### config.mk
export PLATFORM = sky130hd
export DESIGN_NAME = yuv422_to_rgb_converter_top
export DESIGN_NICKNAME = d
export VERILOG_FILES = /design/src/rtl/core/yuvrgb_pkg.sv /design/src/rtl/core/yuvrgb_lane.sv /design/src/rtl/core/yuvrgb_merge.sv /design/src/rtl/core/yuv422_to_rgb_converter_top.sv
export SDC_FILE = /design/constraint.sdc
export NUM_CORES = 1
export LEC_CHECK = 0
export ABC_AREA = 0
export BUFFER_PORTS_ARGS = -buffer_cell sky130_fd_sc_hd__buf_2
export CORE_ASPECT_RATIO = 1.75
export CORE_UTILIZATION = 45
export DETAILED_ROUTE_END_ITERATION = 12
export GPL_TIMING_DRIVEN = 1
export PLACE_DENSITY = 0.66
export SETUP_SLACK_MARGIN = 0.1
export SYNTH_ARGS = -nofsm -noshare
export SYNTH_HDL_FRONTEND = slang
export SYNTH_SLANG_ARGS = --single-unit
### constraint.sdc
create_clock -name aclk -period 9.9 [get_ports aclk]
set_input_delay 0.495 -clock aclk [delete_from_list [all_inputs] [get_ports aclk]]
set_output_delay 0.495 -clock aclk [all_outputs]
set_load 0.02 [all_outputs]
### src/rtl/core/yuvrgb_pkg.sv
`timescale 1ns / 1ps
// ----------------------------------------------------------------------------
// yuvrgb_pkg
// shared types, coefficients and codes for the 4:2:2 to rgb888 converter
// ----------------------------------------------------------------------------
package yuvrgb_pkg;

    // signed width that holds every bt.601 product and sum
    localparam int SUM_W = 20;
    localparam int Q_W   = SUM_W - 8;

    localparam logic signed [SUM_W-1:0] K_LUMA      = 298;
    localparam logic signed [SUM_W-1:0] K_CR_RED    = 409;
    localparam logic signed [SUM_W-1:0] K_CB_GREEN  = 100;
    localparam logic signed [SUM_W-1:0] K_CR_GREEN  = 208;
    localparam logic signed [SUM_W-1:0] K_CB_BLUE   = 516;
    localparam logic signed [SUM_W-1:0] K_ROUND     = 128;
    localparam logic signed [8:0]       LUMA_OFS    = 16;
    localparam logic signed [8:0]       CHROMA_OFS  = 128;
    localparam logic signed [Q_W-1:0]   PIX_MAX     = 255;

    // byte order codes
    localparam logic [1:0] ORDER_YUYV = 2'd0;
    localparam logic [1:0] ORDER_UYVY = 2'd1;
    localparam logic [1:0] ORDER_YYUV = 2'd2;

    // register indexes
    localparam logic CFG_BYTE_ORDER = 1'b0;
    localparam logic CFG_FLIP_IMAGE = 1'b1;

    typedef struct packed {
        logic [7:0] red;
        logic [7:0] green;
        logic [7:0] blue;
    } rgb_t;

    // stage advance strobes shared by the lanes
    typedef struct packed {
        logic s1_en;
        logic s2_en;
    } pipe_ctrl_t;

    // floor shift by 8, then clamp to 0..255
    function automatic logic [7:0] clamp_pixel(input logic signed [SUM_W-1:0] sum);
        logic signed [Q_W-1:0] q;
        q = sum[SUM_W-1:8];
        if (q < 0) begin
            return 8'd0;
        end else if (q > PIX_MAX) begin
            return 8'hFF;
        end else begin
            return q[7:0];
        end
    endfunction

endpackage

### src/rtl/core/yuvrgb_lane.sv
`timescale 1ns / 1ps
// ----------------------------------------------------------------------------
// yuvrgb_lane
// one pixel of conversion: constant products, then sum, shift and clamp
// ----------------------------------------------------------------------------
module yuvrgb_lane
    import yuvrgb_pkg::*;
(
    input  logic       aclk,
    input  pipe_ctrl_t ctrl,
    input  logic [7:0] luma,
    input  logic [7:0] cb,
    input  logic [7:0] cr,
    output rgb_t       pix
);

    logic signed [8:0]       c_val;
    logic signed [8:0]       d_val;
    logic signed [8:0]       e_val;

    logic signed [SUM_W-1:0] luma_prod_reg,     luma_prod_next;
    logic signed [SUM_W-1:0] cr_red_reg,        cr_red_next;
    logic signed [SUM_W-1:0] cb_green_reg,      cb_green_next;
    logic signed [SUM_W-1:0] cr_green_reg,      cr_green_next;
    logic signed [SUM_W-1:0] cb_blue_reg,       cb_blue_next;
    logic signed [SUM_W-1:0] red_sum;
    logic signed [SUM_W-1:0] green_sum;
    logic signed [SUM_W-1:0] blue_sum;
    rgb_t                    pix_reg,           pix_next;

    always_comb begin
        c_val = $signed({1'b0, luma}) - LUMA_OFS;
        d_val = $signed({1'b0, cb}) - CHROMA_OFS;
        e_val = $signed({1'b0, cr}) - CHROMA_OFS;

        luma_prod_next = SUM_W'(c_val) * K_LUMA;
        cr_red_next    = SUM_W'(e_val) * K_CR_RED;
        cb_green_next  = SUM_W'(d_val) * K_CB_GREEN;
        cr_green_next  = SUM_W'(e_val) * K_CR_GREEN;
        cb_blue_next   = SUM_W'(d_val) * K_CB_BLUE;
    end

    always_comb begin
        red_sum   = luma_prod_reg + cr_red_reg + K_ROUND;
        green_sum = luma_prod_reg - cb_green_reg - cr_green_reg + K_ROUND;
        blue_sum  = luma_prod_reg + cb_blue_reg + K_ROUND;

        pix_next.red   = clamp_pixel(red_sum);
        pix_next.green = clamp_pixel(green_sum);
        pix_next.blue  = clamp_pixel(blue_sum);
    end

    always_ff @(posedge aclk) begin
        if (ctrl.s1_en) begin
            luma_prod_reg <= luma_prod_next;
            cr_red_reg    <= cr_red_next;
            cb_green_reg  <= cb_green_next;
            cr_green_reg  <= cr_green_next;
            cb_blue_reg   <= cb_blue_next;
        end
        if (ctrl.s2_en) begin
            pix_reg <= pix_next;
        end
    end

    assign pix = pix_reg;

endmodule

### src/rtl/core/yuvrgb_merge.sv
`timescale 1ns / 1ps
// ----------------------------------------------------------------------------
// yuvrgb_merge
// output register: orders the two lane pixels into lead and trail
// ----------------------------------------------------------------------------
module yuvrgb_merge
    import yuvrgb_pkg::*;
(
    input  logic aclk,
    input  logic out_en,
    input  logic flip,
    input  rgb_t pix_y0,
    input  rgb_t pix_y1,
    input  logic last_in,
    output rgb_t lead,
    output rgb_t trail,
    output logic last_out
);

    rgb_t lead_reg,  lead_next;
    rgb_t trail_reg, trail_next;
    logic last_reg,  last_next;

    always_comb begin
        // mirrored output sends the second pixel first
        lead_next  = flip ? pix_y1 : pix_y0;
        trail_next = flip ? pix_y0 : pix_y1;
        last_next  = last_in;
    end

    always_ff @(posedge aclk) begin
        if (out_en) begin
            lead_reg  <= lead_next;
            trail_reg <= trail_next;
            last_reg  <= last_next;
        end
    end

    assign lead     = lead_reg;
    assign trail    = trail_reg;
    assign last_out = last_reg;

endmodule

### src/rtl/core/yuv422_to_rgb_converter_top.sv
`timescale 1ns / 1ps
// ----------------------------------------------------------------------------
// yuv422_to_rgb_converter_top
// 4:2:2 macropixel to two rgb888 pixels, bt.601 integer coefficients
// ----------------------------------------------------------------------------
// Takes one macropixel (four bytes) per transaction and returns one transaction
// carrying two rgb888 pixels that share the macropixel chroma. Throughput is
// one macropixel per clock with m_tready high. There are three register stages
// (product register, sum/clamp register, output register): the edge that
// accepts a macropixel loads the first one, and the third drives m_tvalid. Two
// identical conversion lanes handle the Y0 and Y1 pixels in parallel and a
// merge stage orders them, swapping the pair when flip_image is set. The
// byte order register selects YUYV, UYVY or YYUV (code 3 behaves as YUYV).
// Configuration registers should only be written while the pipeline is empty.
// tlast passes through with its macropixel. Every stage holds under output
// backpressure. s_tready is low only when all three stages are full and
// m_tready is low, so it depends combinationally on m_tready.
// ----------------------------------------------------------------------------
module yuv422_to_rgb_converter_top
    import yuvrgb_pkg::*;
(
    input  logic        aclk,
    input  logic        aresetn,

    // configuration write port
    input  logic        cfg_wr_en,
    input  logic        cfg_addr,
    input  logic [1:0]  cfg_wdata,

    // macropixel input
    input  logic        s_tvalid,
    output logic        s_tready,
    input  logic [31:0] s_tdata,   // first_byte, second_byte, third_byte, fourth_byte
    input  logic        s_tlast,   // frame_last_in

    // rgb pixel pair output
    output logic        m_tvalid,
    input  logic        m_tready,
    output logic [47:0] m_tdata,   // red_lead, green_lead, blue_lead,
                                   // red_trail, green_trail, blue_trail
    output logic        m_tlast    // frame_last_out
);

    // configuration registers
    logic [1:0] byte_order_reg;
    logic       flip_image_reg;

    // pipeline occupancy
    logic       s1_valid_reg, s1_valid_next;
    logic       s2_valid_reg, s2_valid_next;
    logic       out_valid_reg, out_valid_next;
    logic       s1_last_reg;
    logic       s2_last_reg;

    logic       out_ready;
    logic       s2_ready;
    logic       s1_ready;
    pipe_ctrl_t pipe_ctrl;
    logic       out_en;

    // unpacked macropixel
    logic [7:0] byte0, byte1, byte2, byte3;
    logic [7:0] y0_sel, y1_sel, u_sel, v_sel;

    rgb_t       pix_y0;
    rgb_t       pix_y1;
    rgb_t       lead;
    rgb_t       trail;
    logic       last_out;

    // config writes
    always_ff @(posedge aclk) begin
        if (!aresetn) begin
            byte_order_reg <= ORDER_YUYV;
            flip_image_reg <= 1'b0;
        end else if (cfg_wr_en) begin
            case (cfg_addr)
                CFG_BYTE_ORDER: byte_order_reg <= cfg_wdata;
                CFG_FLIP_IMAGE: flip_image_reg <= cfg_wdata[0];
                default:        byte_order_reg <= byte_order_reg;
            endcase
        end
    end

    // each stage moves when the stage after it is empty or moving
    always_comb begin
        out_ready       = !out_valid_reg || m_tready;
        s2_ready        = !s2_valid_reg || out_ready;
        s1_ready        = !s1_valid_reg || s2_ready;
        pipe_ctrl.s1_en = s1_ready;
        pipe_ctrl.s2_en = s2_ready;
        out_en          = out_ready;
    end

    assign s_tready = s1_ready;

    always_comb begin
        s1_valid_next  = s1_ready  ? s_tvalid     : s1_valid_reg;
        s2_valid_next  = s2_ready  ? s1_valid_reg : s2_valid_reg;
        out_valid_next = out_ready ? s2_valid_reg : out_valid_reg;
    end

    always_ff @(posedge aclk) begin
        if (!aresetn) begin
            s1_valid_reg  <= 1'b0;
            s2_valid_reg  <= 1'b0;
            out_valid_reg <= 1'b0;
        end else begin
            s1_valid_reg  <= s1_valid_next;
            s2_valid_reg  <= s2_valid_next;
            out_valid_reg <= out_valid_next;
        end
    end

    // frame-end mark rides alongside the lane registers
    always_ff @(posedge aclk) begin
        if (pipe_ctrl.s1_en) begin
            s1_last_reg <= s_tlast;
        end
        if (pipe_ctrl.s2_en) begin
            s2_last_reg <= s1_last_reg;
        end
    end

    // byte order steering
    always_comb begin
        byte0 = s_tdata[7:0];
        byte1 = s_tdata[15:8];
        byte2 = s_tdata[23:16];
        byte3 = s_tdata[31:24];
        case (byte_order_reg)
            ORDER_UYVY: begin
                u_sel  = byte0;
                y0_sel = byte1;
                v_sel  = byte2;
                y1_sel = byte3;
            end
            ORDER_YYUV: begin
                y0_sel = byte0;
                y1_sel = byte1;
                u_sel  = byte2;
                v_sel  = byte3;
            end
            default: begin
                // yuyv, and the unused code
                y0_sel = byte0;
                u_sel  = byte1;
                y1_sel = byte2;
                v_sel  = byte3;
            end
        endcase
    end

    // lane for the first luma sample
    yuvrgb_lane u_lane_y0 (
        .aclk (aclk),
        .ctrl (pipe_ctrl),
        .luma (y0_sel),
        .cb   (u_sel),
        .cr   (v_sel),
        .pix  (pix_y0)
    );

    // lane for the second luma sample
    yuvrgb_lane u_lane_y1 (
        .aclk (aclk),
        .ctrl (pipe_ctrl),
        .luma (y1_sel),
        .cb   (u_sel),
        .cr   (v_sel),
        .pix  (pix_y1)
    );

    // pixel ordering and output register
    yuvrgb_merge u_merge (
        .aclk     (aclk),
        .out_en   (out_en),
        .flip     (flip_image_reg),
        .pix_y0   (pix_y0),
        .pix_y1   (pix_y1),
        .last_in  (s2_last_reg),
        .lead     (lead),
        .trail    (trail),
        .last_out (last_out)
    );

    assign m_tvalid = out_valid_reg;
    assign m_tdata  = {trail.blue, trail.green, trail.red, lead.blue, lead.green, lead.red};
    assign m_tlast  = last_out;

`ifndef ASSERT_OFF
    // an accepted transaction always lands in the first stage
    a_accept_fills_s1: assert property (@(posedge aclk) disable iff (!aresetn)
        s_tvalid && s_tready |=> s1_valid_reg)
        else $error("accepted macropixel not captured in stage 1");

    // an empty first stage never refuses input
    a_ready_when_empty: assert property (@(posedge aclk) disable iff (!aresetn)
        !s1_valid_reg |-> s_tready)
        else $error("input stalled with empty stage 1");

    // a full pipeline behind a stalled output must stall the input
    a_full_stall: assert property (@(posedge aclk) disable iff (!aresetn)
        m_tvalid && !m_tready && s1_valid_reg && s2_valid_reg |-> !s_tready)
        else $error("input accepted into a full stalled pipeline");

    // a stage-2 result is held while the output cannot take it
    a_s2_hold: assert property (@(posedge aclk) disable iff (!aresetn)
        s2_valid_reg && !out_ready |=> s2_valid_reg)
        else $error("stage 2 result dropped under backpressure");
`endif

endmodule

==> impl_metrics.ini <==
[clock_network]
clk_path_buf_depth = 3
cts_resized = 0
root_buffer = clkbuf_16
cts_buffers = 20
cts_hold_buf = 0
cts_tree = done
cts_setup_buffers = 0
numClockSinks = 202
clkTransAtPathRegs_ns = 0.06
clock_latency_ns = 0.53
htree_levels = 1

[yosys]
synth_top_family_by_area = adder cells
synth_compound_area_frac = 0.119
synthesis.nets = 2259
ys_seq_area_frac = 0.317
yosysUniqueCellTypes = 65
synth_seq_cells = 202
synthMuxAreaShare = 0.0408
synth_flop_cell = edfxtp_1
synth_adder_area_share = 0.349
syn_area_um2 = 18900
post_synth.cell_area_avg_um2 = 10.9
synthArstFlopShare = 0
synth-edff-count = 196
yosys_warnings = 0
synth_xor_area_frac = 0.0582
syn_inst = 1737
yosys.area_share.simple = 0.0560

[detailed_routing]
viasPerCell = 5.30
first_pass_iters = 5
antenna_left = 0
vias = 12810
routed-wl-met2_mm = 23.5
drc = 0
highest_layer = met4
dr_wl_met3_mm = 1.30
wirelength_mm = 43.7
drt_iter0_markers = 472
met1_length_mm = 15.7
routedWlPerCell_um = 18.1

[sta]
setup_viol = 0
worstMarginPinSlew_ns = 1.08
timing.fmax_mhz = 159
final.setup.tns_ns = 0
hold_viol = 0
post-route-period-util = 0.635
slew_viol_final = 0
rsz0062_at_grt = no
fin_skew_ns = 0.0226
final.min_clock_period_ns = 6.29
relSlewSlack = 0.277

[worst_setup_path]
cp_cell_sequence = inv_1, ha_1, nor2_1, a21oi_1, o2111a_1, nand2_1, inv_1, ha_1, ha_1, inv_1, fa_1, fa_1, inv_1, ha_1, o21ai_0, a21boi_0, o21ai_0, a21oi_1, o31a_1, o31a_1, o21ai_0
critPathSlowestCell = ha_1
critPathMaxFanout = 33
cp.depth = 21
critical_path.max_stage_delay_ns = 0.84
end_kind = flip-flop
arrival_ns = 6.65
timing.rr.start = byte_order_reg[0]
ff2ff_path_depth = 21
cp_top_family = adder cells
cp-start-kind = flip-flop
cp.required_ns = 10.27
path_buf_inv = 4
startpoint = byte_order_reg[0]
critPathKind = reg2reg

[global_route]
grt_max_degree = 59
grt_pass1_vias = 13337
antenna_found_initial = 1
track_usage = 0.210
overflow = 0
grt_pass1_wl_mm = 68.8

[die]
core-area_um2 = 41600
design.die.area_um2 = 43000
pin_count = 92
die_x_um = 157
die_h_um = 273
rows = 99
initial_core_util = 0.455

[placed_design]
io_buffer_count = 91
gp_congestion = 0.896
hpwl_mm = 37.2

[finish]
fin_nets = 2368
fillCellCount = 3872
area_growth_pct = 9.88
drive_gt1_frac = 0.111

[min_path]
whs_path_depth = 1
worstHoldStart = s_tlast
hold_path_class = in2reg

[run]
drv_cap = 0

[run_status]
outcome = finished, final reports clean
## synth_stat cells, types with 15 or more instances
cell      count  share of area
nor2_1       54          0.011
fa_1         80          0.085
ha_1        401           0.26
a21oi_1      90          0.024
a21o_1       36          0.014
xor2_1       36          0.017
o21ai_0      44          0.012
nor3_1       23         0.0061
a22oi_1      17         0.0067
inv_1       286          0.057
xnor2_1      88          0.041
nand2_1      54          0.011
o21a_1       43          0.017
mux2_2       58          0.034
a21boi_0     15         0.0059
nor2b_1      15         0.0050
a31oi_1      16         0.0053
edfxtp_1    196           0.31
nand3_1      25         0.0066
## path summary, 6_finish.rpt
| kind | endpoint | slack [ns] |
|---|---|---|
| min | s1_last_reg | 0.17 |
| min reg2reg | u_merge.last_out | 0.42 |
| max reg2reg | u_lane_y1.luma_prod_reg[18] | 3.61 |
| max | u_lane_y1.luma_prod_reg[18] | 3.61 |
## final cells by class
type	count	area, µm²	share of cell area
sequential	202	6010	0.289
tap	555	694	0.0334
inverter	287	1080	0.0518
antenna	1	2.50	0.000120
multi-input combinational	1232	11800	0.568
timing repair buffer	103	546	0.0262
clock inverter	12	140	0.00673
clock buffer	23	533	0.0256
## layer usage
metal / track usage / vias up
met5: 0 / -
met4: 0.139 / 0
met3: 0.0211 / 117
met2: 0.405 / 272
met1: 0.209 / 6061
li1: - / 6360
## cell families after synthesis
kind of cell,count (synthesis)
adder cells (fa/ha/maj),481
AO/OA/AOI/OAI,336
buffers and inverters,303
AND/OR/NAND/NOR,220
flip-flops,202
XOR/XNOR,125
multiplexers,70
## placed cells by master, fill, tap and decap left out, drive strengths merged, types with 4 or more instances in the layout
master	count
o211ai	8
xor2	37
nand3	25
mux2i	12
nor2	54
a211oi	6
clkinv	8
clkbuf	23
ha	401
buf	103
fa	80
nor3	23
a21boi	15
dfxtp	6
nand3b	4
or2	7
nor2b	15
mux2	58
xnor2	88
a21oi	90
o21a	43
and2	7
and3	9
a21o	36
o21ai	46
nand2b	7
nand2	54
a22oi	17
or3	4
inv	286
o21bai	13
o31a	6
a31o	4
edfxtp	196
a31oi	16
## through the flow
stage / std cells / setup slack [ns] / cell area [µm²] / hold WS (ns) / util
floorplan: 1737 / 4.28 / 18900 / 0.400 / -
global placement: 2379 / 3.82 / 20100 / 0.401 / 0.484
detailed placement: 2379 / 3.67 / 20100 / 0.414 / 0.484
CTS: 2414 / 3.65 / 20800 / 0.145 / 0.500
global route: 2415 / 3.01 / 20800 / 0.158 / 0.500
finish: 2415 / 3.61 / 20800 / 0.166 / 0.500
Power is not shown: default switching activity piles up to over one toggle a cycle in this logic, so the estimate is an artifact.
